$ cat config.mk
export PLATFORM = sky130hd
export DESIGN_NAME = least_squares_line_fit
export DESIGN_NICKNAME = d
export VERILOG_FILES = /design/src/rtl/core/lslf_pkg.sv /design/src/rtl/core/lslf_div.sv /design/src/rtl/core/lslf_dp.sv /design/src/rtl/core/lslf_ctrl.sv /design/src/rtl/core/least_squares_line_fit.sv
export SDC_FILE = /design/constraint.sdc
export NUM_CORES = 2
export LEC_CHECK = 0
export BUFFER_PORTS_ARGS = -buffer_cell sky130_fd_sc_hd__clkbuf_2
export CELL_PAD_IN_SITES_DETAIL_PLACEMENT = 1
export CELL_PAD_IN_SITES_GLOBAL_PLACEMENT = 1
export CORE_MARGIN = 2
export CORE_UTILIZATION = 25
export DETAILED_ROUTE_END_ITERATION = 16
export PLACE_DENSITY = 0.52
export REMOVE_ABC_BUFFERS = 1
export SLEW_MARGIN = 20
export SYNTH_ARGS = -nofsm -noshare
export SYNTH_HDL_FRONTEND = slang
export SYNTH_SLANG_ARGS = --single-unit
$ cat constraint.sdc
create_clock -name clk -period 10.9 [get_ports clk]
set_input_delay 0.545 -clock clk [delete_from_list [all_inputs] [get_ports clk]]
set_output_delay 0.545 -clock clk [all_outputs]
set_load 0.1 [all_outputs]
$ cat src/rtl/core/lslf_pkg.sv
// lslf_pkg: widths, operation codes and command/status types of the line fitter
// shared by lslf_ctrl, lslf_dp and lslf_div; depends on nothing
package lslf_pkg;

    // point limit and field widths
    localparam int MAX_POINTS = 1024;
    localparam int CNT_W      = 11;
    localparam int XY_W       = 16;
    localparam int PROD_W     = 2 * XY_W;
    localparam int SUM_W      = 27;
    localparam int SQ_W       = 43;
    localparam int RES_W      = 32;

    // fit arithmetic: accumulator, stored terms, divider operands
    localparam int ACC_W      = SQ_W + SUM_W;
    localparam int DEN_W      = 52;
    localparam int SNUM_W     = 53;
    localparam int INUM_W     = 68;
    localparam int SLOPE_SH   = 16;
    localparam int ICPT_SH    = 8;
    localparam int DNUM_W     = INUM_W + ICPT_SH;
    localparam int STEP_W     = $clog2(DNUM_W);

    // stream packing
    localparam int IN_DATA_W  = 2 * XY_W;
    localparam int OUT_DATA_W = ((2 * RES_W + CNT_W + 7) / 8) * 8;
    localparam int OUT_USER_W = 2;

    // products formed by the shared multiplier, odd codes close a term
    typedef enum logic [2:0] {
        P_N_SXX  = 3'd0,
        P_SX_SX  = 3'd1,
        P_N_SXY  = 3'd2,
        P_SX_SY  = 3'd3,
        P_SXX_SY = 3'd4,
        P_SX_SXY = 3'd5
    } mul_sel_t;

    // divisions: mean of y, slope, intercept
    typedef enum logic [1:0] {
        D_MEAN_Y = 2'd0,
        D_SLOPE  = 2'd1,
        D_ICPT   = 2'd2
    } div_sel_t;

    typedef struct packed {
        logic     acc_en;
        logic     fit_start;
        logic     mul_load;
        logic     mul_step;
        logic     mul_last;
        logic     store_en;
        mul_sel_t mul_sel;
        logic     div_load;
        logic     div_step;
        logic     div_finish;
        div_sel_t div_sel;
        logic     out_load;
    } dp_cmd_t;

    typedef struct packed {
        logic degen;
    } dp_status_t;

endpackage

$ cat src/rtl/core/lslf_div.sv
// lslf_div: restoring divider, one quotient bit per cycle while step is high, rounding and 32-bit clipping
// depends on lslf_pkg
module lslf_div (
    input  logic                        clk,
    input  logic                        load,
    input  logic                        step,
    input  logic [lslf_pkg::DNUM_W-1:0] num,
    input  logic [lslf_pkg::DEN_W-1:0]  den,
    output logic [lslf_pkg::RES_W-1:0]  quo,
    output logic                        ovf
);
    import lslf_pkg::*;

    logic [DNUM_W-1:0] nm_reg, nm_next;
    logic [DNUM_W-1:0] q_reg, q_next;
    logic [DEN_W-1:0]  r_reg, r_next;
    logic [DEN_W-1:0]  d_reg;
    logic              neg_reg;

    logic [DEN_W:0]    trial;
    logic [DEN_W:0]    diff;
    logic              rnd;
    logic [DNUM_W:0]   q_rnd;
    logic [DNUM_W:0]   lim;
    logic [RES_W-1:0]  mag;

    // one shift-and-subtract step
    always_comb
    begin
        trial   = {r_reg, nm_reg[DNUM_W-1]};
        diff    = trial - {1'b0, d_reg};
        nm_next = {nm_reg[DNUM_W-2:0], 1'b0};
        if (trial >= {1'b0, d_reg})
        begin
            r_next = diff[DEN_W-1:0];
            q_next = {q_reg[DNUM_W-2:0], 1'b1};
        end
        else
        begin
            r_next = trial[DEN_W-1:0];
            q_next = {q_reg[DNUM_W-2:0], 1'b0};
        end
    end

    // operand capture and iteration
    always_ff @(posedge clk)
    begin
        if (load)
        begin
            neg_reg <= num[DNUM_W-1];
            nm_reg  <= num[DNUM_W-1] ? (~num + 1'b1) : num;
            q_reg   <= '0;
            r_reg   <= '0;
            d_reg   <= den;
        end
        else if (step)
        begin
            nm_reg <= nm_next;
            q_reg  <= q_next;
            r_reg  <= r_next;
        end
    end

    // round half away from zero, then clip to the signed 32-bit range
    always_comb
    begin
        rnd   = ({r_reg, 1'b0} >= {1'b0, d_reg});
        q_rnd = {1'b0, q_reg} + {{DNUM_W{1'b0}}, rnd};
        lim   = neg_reg ? ((DNUM_W+1)'(1) << (RES_W - 1))
                        : (((DNUM_W+1)'(1) << (RES_W - 1)) - 1'b1);
        ovf   = (q_rnd > lim);
        mag   = ovf ? lim[RES_W-1:0] : q_rnd[RES_W-1:0];
        quo   = neg_reg ? (~mag + 1'b1) : mag;
    end

endmodule

$ cat src/rtl/core/lslf_dp.sv
// lslf_dp: running sums, bit-serial multiply-accumulate, fit terms and result registers
// depends on lslf_pkg and lslf_div
module lslf_dp (
    input  logic                           clk,
    input  logic                           rst_n,
    input  lslf_pkg::dp_cmd_t              cmd,
    output lslf_pkg::dp_status_t           status,
    input  logic [lslf_pkg::IN_DATA_W-1:0] in_data,
    output logic [lslf_pkg::RES_W-1:0]     out_slope,
    output logic [lslf_pkg::RES_W-1:0]     out_intercept,
    output logic                           out_degenerate,
    output logic                           out_saturated,
    output logic [lslf_pkg::CNT_W-1:0]     out_total
);
    import lslf_pkg::*;

    logic signed [XY_W-1:0]   x_in, y_in;
    logic signed [PROD_W-1:0] xx_prod, xy_prod;

    logic [SUM_W-1:0] sum_x_reg, sum_y_reg;
    logic [SQ_W-1:0]  sum_xx_reg, sum_xy_reg;
    logic [CNT_W-1:0] count_reg;

    logic [ACC_W-1:0] acc_reg, acc_next;
    logic [ACC_W-1:0] mpa_reg, mpa_sel;
    logic [SUM_W-1:0] mpb_reg, mpb_sel;
    logic             msub_reg;

    logic [DEN_W-1:0]  den_reg;
    logic [SNUM_W-1:0] snum_reg;
    logic [INUM_W-1:0] inum_reg;
    logic              degen_reg;
    logic              sat_reg;
    logic [RES_W-1:0]  slope_res_reg, icpt_res_reg;

    logic [DNUM_W-1:0] div_num;
    logic [DEN_W-1:0]  div_den;
    logic [RES_W-1:0]  div_quo;
    logic              div_ovf;

    assign x_in    = in_data[XY_W-1:0];
    assign y_in    = in_data[IN_DATA_W-1:XY_W];
    assign xx_prod = x_in * x_in;
    assign xy_prod = x_in * y_in;

    // running sums, points beyond the limit are dropped
    always_ff @(posedge clk or negedge rst_n)
    begin
        if (!rst_n)
        begin
            sum_x_reg  <= '0;
            sum_y_reg  <= '0;
            sum_xx_reg <= '0;
            sum_xy_reg <= '0;
            count_reg  <= '0;
        end
        else if (cmd.out_load)
        begin
            sum_x_reg  <= '0;
            sum_y_reg  <= '0;
            sum_xx_reg <= '0;
            sum_xy_reg <= '0;
            count_reg  <= '0;
        end
        else if (cmd.acc_en && (count_reg < CNT_W'(MAX_POINTS)))
        begin
            sum_x_reg  <= sum_x_reg + {{(SUM_W-XY_W){x_in[XY_W-1]}}, x_in};
            sum_y_reg  <= sum_y_reg + {{(SUM_W-XY_W){y_in[XY_W-1]}}, y_in};
            sum_xx_reg <= sum_xx_reg + {{(SQ_W-PROD_W){xx_prod[PROD_W-1]}}, xx_prod};
            sum_xy_reg <= sum_xy_reg + {{(SQ_W-PROD_W){xy_prod[PROD_W-1]}}, xy_prod};
            count_reg  <= count_reg + 1'b1;
        end
    end

    // operand selection for the shared multiplier
    always_comb
    begin
        case (cmd.mul_sel)
            P_N_SXX:
            begin
                mpa_sel = {{(ACC_W-SQ_W){sum_xx_reg[SQ_W-1]}}, sum_xx_reg};
                mpb_sel = {{(SUM_W-CNT_W){1'b0}}, count_reg};
            end
            P_SX_SX:
            begin
                mpa_sel = {{(ACC_W-SUM_W){sum_x_reg[SUM_W-1]}}, sum_x_reg};
                mpb_sel = sum_x_reg;
            end
            P_N_SXY:
            begin
                mpa_sel = {{(ACC_W-SQ_W){sum_xy_reg[SQ_W-1]}}, sum_xy_reg};
                mpb_sel = {{(SUM_W-CNT_W){1'b0}}, count_reg};
            end
            P_SX_SY:
            begin
                mpa_sel = {{(ACC_W-SUM_W){sum_x_reg[SUM_W-1]}}, sum_x_reg};
                mpb_sel = sum_y_reg;
            end
            P_SXX_SY:
            begin
                mpa_sel = {{(ACC_W-SQ_W){sum_xx_reg[SQ_W-1]}}, sum_xx_reg};
                mpb_sel = sum_y_reg;
            end
            P_SX_SXY:
            begin
                mpa_sel = {{(ACC_W-SQ_W){sum_xy_reg[SQ_W-1]}}, sum_xy_reg};
                mpb_sel = sum_x_reg;
            end
            default:
            begin
                mpa_sel = '0;
                mpb_sel = '0;
            end
        endcase
    end

    // shift-add step, the sign bit of the serial operand weighs negative
    always_comb
    begin
        acc_next = acc_reg;
        if (mpb_reg[0])
        begin
            if (msub_reg ^ cmd.mul_last)
                acc_next = acc_reg - mpa_reg;
            else
                acc_next = acc_reg + mpa_reg;
        end
    end

    // multiply-accumulate registers
    always_ff @(posedge clk)
    begin
        if (cmd.mul_load)
        begin
            mpa_reg  <= mpa_sel;
            mpb_reg  <= mpb_sel;
            msub_reg <= cmd.mul_sel[0];
            if (!cmd.mul_sel[0])
                acc_reg <= '0;
        end
        else if (cmd.mul_step)
        begin
            acc_reg <= acc_next;
            mpa_reg <= {mpa_reg[ACC_W-2:0], 1'b0};
            mpb_reg <= {mpb_reg[SUM_W-1], mpb_reg[SUM_W-1:1]};
        end
    end

    // fit terms taken from the accumulator
    always_ff @(posedge clk)
    begin
        if (cmd.store_en)
        begin
            case (cmd.mul_sel)
                P_SX_SX:  den_reg  <= acc_reg[DEN_W-1:0];
                P_SX_SY:  snum_reg <= acc_reg[SNUM_W-1:0];
                P_SX_SXY: inum_reg <= acc_reg[INUM_W-1:0];
                default:  ;
            endcase
        end
    end

    // flags of the fit in progress
    always_ff @(posedge clk or negedge rst_n)
    begin
        if (!rst_n)
        begin
            degen_reg <= 1'b0;
            sat_reg   <= 1'b0;
        end
        else
        begin
            if (cmd.store_en && (cmd.mul_sel == P_SX_SX))
                degen_reg <= acc_reg[ACC_W-1] || (acc_reg == '0);
            if (cmd.fit_start)
                sat_reg <= 1'b0;
            else if (cmd.div_finish)
                sat_reg <= sat_reg | div_ovf;
        end
    end

    assign status.degen = degen_reg;

    // dividend and divisor for the selected division
    always_comb
    begin
        case (cmd.div_sel)
            D_MEAN_Y:
            begin
                div_num = {{(DNUM_W-SUM_W-ICPT_SH){sum_y_reg[SUM_W-1]}}, sum_y_reg,
                           {ICPT_SH{1'b0}}};
                div_den = {{(DEN_W-CNT_W){1'b0}}, count_reg};
            end
            D_SLOPE:
            begin
                div_num = {{(DNUM_W-SNUM_W-SLOPE_SH){snum_reg[SNUM_W-1]}}, snum_reg,
                           {SLOPE_SH{1'b0}}};
                div_den = den_reg;
            end
            D_ICPT:
            begin
                div_num = {inum_reg, {ICPT_SH{1'b0}}};
                div_den = den_reg;
            end
            default:
            begin
                div_num = '0;
                div_den = '0;
            end
        endcase
    end

    lslf_div u_div (
        .clk  (clk),
        .load (cmd.div_load),
        .step (cmd.div_step),
        .num  (div_num),
        .den  (div_den),
        .quo  (div_quo),
        .ovf  (div_ovf)
    );

    // slope and intercept of the fit in progress
    always_ff @(posedge clk)
    begin
        if (cmd.fit_start)
            slope_res_reg <= '0;
        else if (cmd.div_finish && (cmd.div_sel == D_SLOPE))
            slope_res_reg <= div_quo;
        if (cmd.div_finish && (cmd.div_sel != D_SLOPE))
            icpt_res_reg <= div_quo;
    end

    // output register
    always_ff @(posedge clk)
    begin
        if (cmd.out_load)
        begin
            out_slope      <= slope_res_reg;
            out_intercept  <= icpt_res_reg;
            out_degenerate <= degen_reg;
            out_saturated  <= sat_reg;
            out_total      <= count_reg;
        end
    end

endmodule

$ cat src/rtl/core/lslf_ctrl.sv
// lslf_ctrl: sequencer for point intake, the six products, the divisions and the output request
// depends on lslf_pkg
module lslf_ctrl (
    input  logic                 clk,
    input  logic                 rst_n,
    input  logic                 in_valid,
    input  logic                 in_last,
    output logic                 in_ready,
    input  logic                 out_ready,
    output logic                 out_valid,
    input  lslf_pkg::dp_status_t status,
    output lslf_pkg::dp_cmd_t    cmd
);
    import lslf_pkg::*;

    typedef enum logic [2:0] {
        S_ACC,
        S_MLOAD,
        S_MSTEP,
        S_MSTORE,
        S_DLOAD,
        S_DSTEP,
        S_DDONE,
        S_OUT
    } state_t;

    state_t            state_reg;
    logic [STEP_W-1:0] cnt_reg;
    mul_sel_t          msel_reg;
    div_sel_t          dsel_reg;
    logic              out_valid_reg;

    logic mul_done;
    logic div_done;
    logic out_free;

    assign mul_done = (cnt_reg == STEP_W'(SUM_W - 1));
    assign div_done = (cnt_reg == STEP_W'(DNUM_W - 1));
    assign out_free = !out_valid_reg || out_ready;

    assign in_ready  = (state_reg == S_ACC);
    assign out_valid = out_valid_reg;

    // command decode
    always_comb
    begin
        cmd         = '0;
        cmd.mul_sel = msel_reg;
        cmd.div_sel = dsel_reg;
        unique case (state_reg)
            S_ACC:    cmd.acc_en = in_valid;
            S_MLOAD:
            begin
                cmd.mul_load  = 1'b1;
                cmd.fit_start = (msel_reg == P_N_SXX);
            end
            S_MSTEP:
            begin
                cmd.mul_step = 1'b1;
                cmd.mul_last = mul_done;
            end
            S_MSTORE: cmd.store_en   = 1'b1;
            S_DLOAD:  cmd.div_load   = 1'b1;
            S_DSTEP:  cmd.div_step   = 1'b1;
            S_DDONE:  cmd.div_finish = 1'b1;
            S_OUT:    cmd.out_load   = out_free;
            default:  ;
        endcase
    end

    // sequencer
    always_ff @(posedge clk or negedge rst_n)
    begin
        if (!rst_n)
        begin
            state_reg     <= S_ACC;
            cnt_reg       <= '0;
            msel_reg      <= P_N_SXX;
            dsel_reg      <= D_MEAN_Y;
            out_valid_reg <= 1'b0;
        end
        else
        begin
            // result request raised on load, dropped once taken
            if ((state_reg == S_OUT) && out_free)
                out_valid_reg <= 1'b1;
            else if (out_ready)
                out_valid_reg <= 1'b0;
            unique case (state_reg)
                S_ACC:
                begin
                    if (in_valid && in_last)
                    begin
                        msel_reg  <= P_N_SXX;
                        state_reg <= S_MLOAD;
                    end
                end
                S_MLOAD:
                begin
                    cnt_reg   <= '0;
                    state_reg <= S_MSTEP;
                end
                S_MSTEP:
                begin
                    cnt_reg <= cnt_reg + 1'b1;
                    if (mul_done)
                    begin
                        if (msel_reg[0])
                            state_reg <= S_MSTORE;
                        else
                        begin
                            msel_reg  <= mul_sel_t'(msel_reg + 3'd1);
                            state_reg <= S_MLOAD;
                        end
                    end
                end
                S_MSTORE:
                begin
                    if (msel_reg == P_SX_SXY)
                    begin
                        dsel_reg  <= status.degen ? D_MEAN_Y : D_SLOPE;
                        state_reg <= S_DLOAD;
                    end
                    else
                    begin
                        msel_reg  <= mul_sel_t'(msel_reg + 3'd1);
                        state_reg <= S_MLOAD;
                    end
                end
                S_DLOAD:
                begin
                    cnt_reg   <= '0;
                    state_reg <= S_DSTEP;
                end
                S_DSTEP:
                begin
                    cnt_reg <= cnt_reg + 1'b1;
                    if (div_done)
                        state_reg <= S_DDONE;
                end
                S_DDONE:
                begin
                    if (dsel_reg == D_SLOPE)
                    begin
                        dsel_reg  <= D_ICPT;
                        state_reg <= S_DLOAD;
                    end
                    else
                        state_reg <= S_OUT;
                end
                S_OUT:
                begin
                    if (out_free)
                        state_reg <= S_ACC;
                end
                default:  state_reg <= S_ACC;
            endcase
        end
    end

    // a new result never overwrites one still waiting
    assert property (@(posedge clk) disable iff (!rst_n)
        cmd.out_load |-> (!out_valid_reg || out_ready))
        else $error("result register overwritten while occupied");

    // intake stops for the fit after the last point
    assert property (@(posedge clk) disable iff (!rst_n)
        (in_valid && in_ready && in_last) |=> !in_ready)
        else $error("point accepted during a fit");

    // only the closing product of a term is stored
    assert property (@(posedge clk) disable iff (!rst_n)
        cmd.store_en |-> msel_reg[0])
        else $error("store after an opening product");

    // mean of y is only divided out for a degenerate set
    assert property (@(posedge clk) disable iff (!rst_n)
        (state_reg == S_DLOAD && dsel_reg == D_MEAN_Y) |-> status.degen)
        else $error("mean path taken for a regular fit");

endmodule

$ cat src/rtl/core/least_squares_line_fit.sv
// least_squares_line_fit: top level of the least-squares straight-line fitter
// depends on lslf_pkg, lslf_ctrl, lslf_dp (with lslf_div)
//
//  channel   dir  width  contents
//  s_axis    in   32+1   tdata x_value[15:0] y_value[31:16], tlast last_point
//  m_axis    out  80+2   tdata slope intercept point_total, tuser degenerate saturated
//
// points are taken back to back; after the last point the fit runs six products on the
// bit-serial multiplier, three stores, then one division for a degenerate set or two
// otherwise, one bit per cycle
// reset clears the sums, the count and the sequencer; no points are taken during a fit
// a result waiting on m_axis does not stop intake of the next set
module least_squares_line_fit (
    input  logic                            clk,
    input  logic                            rst_n,
    input  logic                            s_axis_tvalid,
    output logic                            s_axis_tready,
    // x_value[15:0], y_value[31:16]
    input  logic [lslf_pkg::IN_DATA_W-1:0]  s_axis_tdata,
    input  logic                            s_axis_tlast,
    output logic                            m_axis_tvalid,
    input  logic                            m_axis_tready,
    // slope[31:0], intercept[63:32], point_total[74:64], zero fill above
    output logic [lslf_pkg::OUT_DATA_W-1:0] m_axis_tdata,
    // degenerate[0], saturated[1]
    output logic [lslf_pkg::OUT_USER_W-1:0] m_axis_tuser
);
    import lslf_pkg::*;

    dp_cmd_t          cmd;
    dp_status_t       status;
    logic [RES_W-1:0] slope;
    logic [RES_W-1:0] intercept;
    logic             degenerate;
    logic             saturated;
    logic [CNT_W-1:0] point_total;

    // sequencer
    lslf_ctrl u_ctrl (
        .clk       (clk),
        .rst_n     (rst_n),
        .in_valid  (s_axis_tvalid),
        .in_last   (s_axis_tlast),
        .in_ready  (s_axis_tready),
        .out_ready (m_axis_tready),
        .out_valid (m_axis_tvalid),
        .status    (status),
        .cmd       (cmd)
    );

    // sums, arithmetic and result register
    lslf_dp u_dp (
        .clk            (clk),
        .rst_n          (rst_n),
        .cmd            (cmd),
        .status         (status),
        .in_data        (s_axis_tdata),
        .out_slope      (slope),
        .out_intercept  (intercept),
        .out_degenerate (degenerate),
        .out_saturated  (saturated),
        .out_total      (point_total)
    );

    // result packing
    assign m_axis_tdata = {{(OUT_DATA_W-2*RES_W-CNT_W){1'b0}}, point_total, intercept, slope};
    assign m_axis_tuser = {saturated, degenerate};

endmodule
# --- Word level (Yosys, flattened, before mapping) ---
# Cells that the tools add are included.
totals:
  elab_cells: 182
  ram_bits: 0
  rom_bits: 0
  out_inout_bits: 84
  in_bits: 37
  mem_count: 0
  register_bits: 908
  latch_bits: 0
op_classes:
  n_eq_ne: 26
  add_sub_neg: 13
  n_reduce_logical: 39
  n_mul: 2
  n_mux: 61
  bitwise: 4
  shifts: 0
  div_mod_pow: 0
  n_lt_le_gt_ge: 4
ops:
  columns: ["op", "count"]
  rows:
  - ["2-to-1 mux 70 bit", 7]
  - ["2-to-1 mux 76 bit", 3]
  - ["one-hot mux 76 bit (3 select lines)", 1]
  - ["one-hot mux 70 bit (3 select lines)", 1]
  - ["2-to-1 mux 43 bit", 4]
  - ["2-to-1 mux 27 bit", 5]
  - [">= comparator 53 x 52 -> 1 bit", 2]
  - ["one-hot mux 52 bit (2 select lines)", 1]
  - ["2-to-1 mux 32 bit", 3]
  - ["adder 43 bit", 2]
  - ["one-hot mux 27 bit (3 select lines)", 1]
  - ["adder 76 x 1 -> 77 bit", 1]
  - ["> comparator 77 x 32 -> 1 bit", 1]
  - ["adder 76 x 1 -> 76 bit (second input constant)", 1]
  - ["NOT 76 bit", 1]
  - ["adder 70 bit", 1]
  - ["logical NOT 70 bit", 1]
  - ["subtractor 70 bit", 1]
  - ["multiplier 16 x 16 -> 32 bit", 2]
  - ["adder 27 bit", 2]
  - ["2-to-1 mux 52 bit", 1]
  - ["subtractor 52 bit", 1]
  - ["adder 32 x 1 -> 32 bit (second input constant)", 1]
  - ["NOT 32 bit", 1]
  - ["36 further kinds", 104]

# --- Longest topological paths before layout ---
logic_depth:
  ltp_word: 7
  depth_mapped: 47
  mapped_depth_nobuf: 45

# --- Hierarchy ---
# A second synthesis with hierarchy kept.
hier_totals:
  hier_cells: 8051
  area_unflattened_um2: 74881.8
by_module_without_submodules:
  columns: ["module", "cells_per_inst", "area_per_inst_um2", "seq_area_each_um2", "instances"]
  rows:
  - ["lslf_dp", 5738, 55421.9, 17982.2, 1]
  - ["lslf_div", 2178, 18276.3, 6436.2, 1]
  - ["lslf_ctrl", 127, 1127.3, 400.4, 1]
  - ["least_squares_line_fit", 8, 56.3, 0.0, 1]

# --- Worst setup path before layout ---
# No wires, ideal clock.
synth_path:
  path_type: "input port to flip-flop"
  start: "input port s_axis_tdata[15] (netlist name)"
  end: "register u_dp.sum_xy_reg[42]"
  slack_ns: 2.074
  arrival_ns: 8.756
  setup_ns: 0.069
  t_required_ns: 10.831
  stages: 30
  cell_sequence: "clkbuf_1 clkbuf_1 nand2_1 fa_1 inv_1 fa_1 fa_1 fa_1 fa_1 inv_1 fa_1 inv_1 ha_1 and3_1 nand4_1 o31ai_1 o21ai_0 and3_1 a311oi_1 inv_1 ha_1 a21o_1 a21oi_1 nor2_1 o21a_1 or3_1 o21ai_0 a21oi_1 or4_1 nand3_1"
synth_via:
  elab_chain_cells: 4
synth_rtl:
  columns: ["element", "line_no", "source"]
  rows:
  - ["start, declared", "least_squares_line_fit.sv:19", "input logic [lslf_pkg::IN_DATA_W-1:0] s_axis_tdata,"]
  - ["multiplier 16 x 16 -> 32 bit", "lslf_dp.sv:44", "assign xy_prod = x_in * y_in;"]
  - ["adder 43 bit", "lslf_dp.sv:70", "sum_xy_reg <= sum_xy_reg + {{(SQ_W-PROD_W){xy_prod[PROD_W-1]}}, xy_prod};"]
  - ["2-to-1 mux 43 bit", "lslf_dp.sv:65", "else if (cmd.acc_en && (count_reg < CNT_W'(MAX_POINTS)))"]
  - ["2-to-1 mux 43 bit", "lslf_dp.sv:57", "else if (cmd.out_load)"]
  - ["end signal, assigned", "lslf_dp.sv:70", null]
  - ["end, declared", "lslf_dp.sv:21", "logic [SQ_W-1:0] sum_xx_reg, sum_xy_reg;"]
# Every way passes these cells. The select of a mux whose other input is x is not followed.
# A chain may end at the register's enable or synchronous reset.

# --- Final worst setup path ---
layout_path:
  start: "register u_dp.u_div.d_reg[22]"
  end: "register u_dp.slope_res_reg[30]"
layout_via:
  elab_chain_cells: 7
layout_rtl:
  columns: ["element", "line_no", "source"]
  rows:
  - ["start, declared", "lslf_div.sv:17", "logic [DEN_W-1:0] d_reg;"]
  - ["start signal, assigned", "lslf_div.sv:54", "d_reg <= den;"]
  - [">= comparator 53 x 52 -> 1 bit *", "lslf_div.sv:67", "rnd = ({r_reg, 1'b0} >= {1'b0, d_reg});"]
  - ["adder 76 x 1 -> 77 bit *", "lslf_div.sv:68", "q_rnd = {1'b0, q_reg} + {{DNUM_W{1'b0}}, rnd};"]
  - ["> comparator 77 x 32 -> 1 bit", "lslf_div.sv:71", "ovf = (q_rnd > lim);"]
  - ["2-to-1 mux 32 bit *", "lslf_div.sv:72", "mag = ovf ? lim[RES_W-1:0] : q_rnd[RES_W-1:0];"]
  - ["NOT 32 bit", "lslf_div.sv:73", "quo = neg_reg ? (~mag + 1'b1) : mag;"]
  - ["adder 32 x 1 -> 32 bit", "lslf_div.sv:73", null]
  - ["2-to-1 mux 32 bit *", "lslf_div.sv:73", null]
  - ["via u_dp.div_quo[30]", "lslf_dp.sv:38", "logic [RES_W-1:0] div_quo;"]
  - ["end signal, assigned", "lslf_dp.sv:229", "slope_res_reg <= div_quo;"]
  - ["end, declared", "lslf_dp.sv:34", "logic [RES_W-1:0] slope_res_reg, icpt_res_reg;"]
# The timed path passes the listed nets; every way through them passes the cells marked *.

==> impl_summary.md <==
Clocking
The clock drives 900 sinks. The maximum count of clock buffers along a single path is 3. The later pin in the worst-skew pair is clocked with a latency of roughly 0.75 ns. Clock tree synthesis selected as its root buffer the cell clkbuf_16. TritonCTS built the clock tree. After clock tree synthesis, the flow added hold-fix buffers numbering 1. The H-tree depth is 3. The clock slew at the register clock pins of the worst setup and hold paths is around 0.060 ns.

Once the clock tree was built, the setup fixing pass inserted 0 buffers. The number of clock buffers added by TritonCTS is between 100 and 150. The post-cts gate resize count is 0.

Worst setup path
In this run the critical register-to-register path is captured at u_dp.slope_res_reg[30]. The maximum net fanout on the critical path is 6. The register-to-register path setup slack is between 1 and 1.5 ns. The type of destination of the critical path is a register. The worst endpoint data arrival time is approximately 10 ns. The library cell appearing most often on the critical path is buf_4. The delay of the slowest critical-path stage is about 0.35 ns. The cell type of the slowest stage on the worst timing path is ha_1. For the worst flop-to-flop path, the logic depth is 48. The worst setup path is launched from a register. The origin of the critical flop-to-flop path is u_dp.u_div.d_reg[22]. The setup path with the least slack is of type register to register. For the worst setup path, the data required time is between 10 and 15 ns.

Die
The region available for standard cell placement spans roughly 290,000 sq um. The die is about 540 um wide. The initial utilization of the core area, before any placement, comes to 0.2512. The vertical die dimension is 539.3 um. The number of rows created at floorplan is 196. The count of pins on the block boundary is 121.

The floorplan step defined a die boundary enclosing between 200,000 and 300,000 sq um.

Detailed routing
In the routed design, unresolved DRC markers number 0. In this run, the number of DRC markers left after iteration 0 of detailed routing was between 3,000 and 4,000. The routed length per instance is approximately 20 um. The post-detailed-route via-to-cell ratio is 4.859. The post-detailed-route count of antenna-violating nets is 0. The total vias in the final route is around 55,000. The detailed-routing iteration count for the pre-antenna-repair pass is 8.

The final wirelength is about 230 mm.

Finish
The core occupancy in the finished layout is 0.2821. The register with the most flip-flops in the layout has 76 of them. Compared with the post-synthesis result, the final layout area differs by 12.32%. In the final design database the tool counted 8,481 nets. Of the cells placed in the final design, the portion with a size suffix greater than 1 is 0.06562.

Global route
The initial antenna violation count is 12. For this run, the total global-route usage over all layers was measured as 0.1564. After global routing the overflow that remains totals 0. The number of global-route vias before repair is between 50,000 and 60,000.

The first global-routing pass estimated roughly 360 mm of wire. Entering global routing, the biggest net connects ~110 pins.

Yosys
Of the synthesized area, sequential elements account for 0.3431. The synthesized instance count is 7,421. After synthesis, the cell types taking the most area are edfxtp_1, fa_1, ha_1. Among all cell types in the netlist, the one instantiated most often is inv_1.

The total of warnings raised by yosys is 0. After synthesis, the most frequently instantiated cells are inv_1, nand2_1, edfxtp_1. Of the post-synthesis cell area, the dominant cell type holds 0.2394. The number of enable-type register cells in the synthesized netlist is approximately 570. After synthesis the netlist holds a flip-flop and latch count of 900.

The average footprint of a synthesized cell is just under 10 sq um. The cell area after synthesis is just over 70,000 sq um. After synthesis, the share of flip-flops with an asynchronous set or reset is 0.1878.

The count of distinct cell types in the synthesized netlist is between 90 and 100. The leading area contributor after synthesis is edfxtp_1. The dominant register cell in the synthesized netlist is edfxtp_1.

Outcome
The run finished with clean final reports.

Hold path
The worst hold path belongs to the class register to register. The worst hold path stage count is 0. The startpoint identified for the worst hold timing path is u_dp.icpt_res_reg[13]. The endpoint with the worst hold slack is u_dp.out_intercept[13].

STA
The upper clock frequency limit is 103.4 MHz. Adding up every negative setup slack in the final design gives 0 ns. The count of endpoints failing hold in the final timing report was 0. For the pin with the worst max-slew slack, the measured transition is about 1.1 ns.

For the final database, setup skew stands at 0.05959 ns. The final-report max-slew violation count is 0. The minimum clock period after layout is slightly below 10 ns. Setup repair after global routing left no endpoint under its margin. Setup violations remaining at the end of the flow were counted as 0. The post-route fraction of the period consumed by the critical path is 0.8871. The tightest slew margin relative to the limit is 0.2795.

Place
Detailed placement finished with a half-perimeter wire length of about 180 mm. The count of port buffers added during placement is roughly 120. The weighted congestion reported at the end of routability-driven placement is a little over 0.8.

Job
The total of max-cap violations is 0.
==> per-layer routing <==
| layer | wire, um | vias up | GRT usage |
|---|---|---|---|
| met3 | 5885 | 218 | 0.01255 |
| li1 | - | 26040 | - |
| met2 | 110500 | 732 | 0.2714 |
| met4 | 4531 | 4 | 0.03623 |
| met1 | 108100 | 27950 | 0.2100 |
| met5 | 27 | - | 0 |
==> how the worst max path moves through the flow <==
stage	endpoint	startpoint
floorplan	u_dp.u_div.d_reg[0]	u_ctrl.state_reg[1]
global placement	u_dp.sum_xx_reg[36]	s_axis_tdata[8]
detailed placement	u_dp.sum_xx_reg[36]	s_axis_tdata[8]
CTS	u_dp.slope_res_reg[30]	u_dp.u_div.d_reg[22]
global route	u_dp.slope_res_reg[16]	u_dp.u_div.d_reg[22]
finish	u_dp.slope_res_reg[30]	u_dp.u_div.d_reg[22]
==> per-stage QoR <==
stage	setup slack [ns]	instance area (sq um)	hold slack, ns	instances
finish	1.231	80460	0.4175	11310
global route	0.2559	80460	0.4249	11310
CTS	1.194	80450	0.4174	11310
detailed placement	0.7740	76830	0.4057	11110
global placement	0.8688	76820	0.4051	11110
floorplan	1.415	70370	0.2494	7102
==> layout by cell type, fill, tap and decap left out, types with 33 or more instances in the layout <==
master,instances
nor4_1,55
nand3_1,115
o21bai_1,36
nor3_1,113
a211oi_1,54
o21a_1,54
nand4_1,65
a222oi_1,60
a21oi_1,392
a22oi_1,33
nand2b_1,65
a21o_1,210
xor2_1,218
nor2b_1,51
or3_1,46
edfxtp_1,571
a22o_1,159
buf_4,130
a221oi_1,47
nand2_1,689
and2_1,210
nor2_1,445
o21ai_0,460
dfxtp_1,160
xnor2_1,253
ha_1,488
dfrtp_1,169
inv_1,836
and3_1,52
clkbuf_2,114
fa_1,499
clkbuf_16,105
o31ai_1,52
a31oi_1,56
==> worst max-delay path: cells and delay by family (launching register included) <==
| kind | cells | cell delay, ns |
|---|---|---|
| adders and majority gates | 5 | 1.46 |
| xor gates and xnor gates | 1 | 0.22 |
| AOI/OAI and AO/OA | 15 | 2.99 |
| buffers and inverters | 8 | 1.22 |
| and+or+nand+nor | 19 | 3.30 |
| DFF | 1 | 0.33 |
==> cell families after synthesis <==
family,after synthesis,synth area share
other,1,0.00005235
adder cells (fa/ha/maj),990,0.2252
multiplexers,17,0.002410
XOR/XNOR,473,0.05783
buffers and inverters,1170,0.06227
flip-flops,900,0.3431
AND/OR/NAND/NOR,2037,0.1389
AO/OA/AOI/OAI,1833,0.1702
==> area by class of cell <==
cell class	instances	area, sq um
Sequential cell	900	24580
Antenna cell	1	2.502
Inverter	847	3182
Clock buffer	138	2845
Timing Repair Buffer	248	1610
Clock inverter	55	773.2
Fill cell	32620	204800
Tap cell	3762	4707
Multi-Input combinational cell	5355	42760
Power is not shown: default switching activity piles up to over one toggle a cycle in this logic, so the estimate is an artifact.
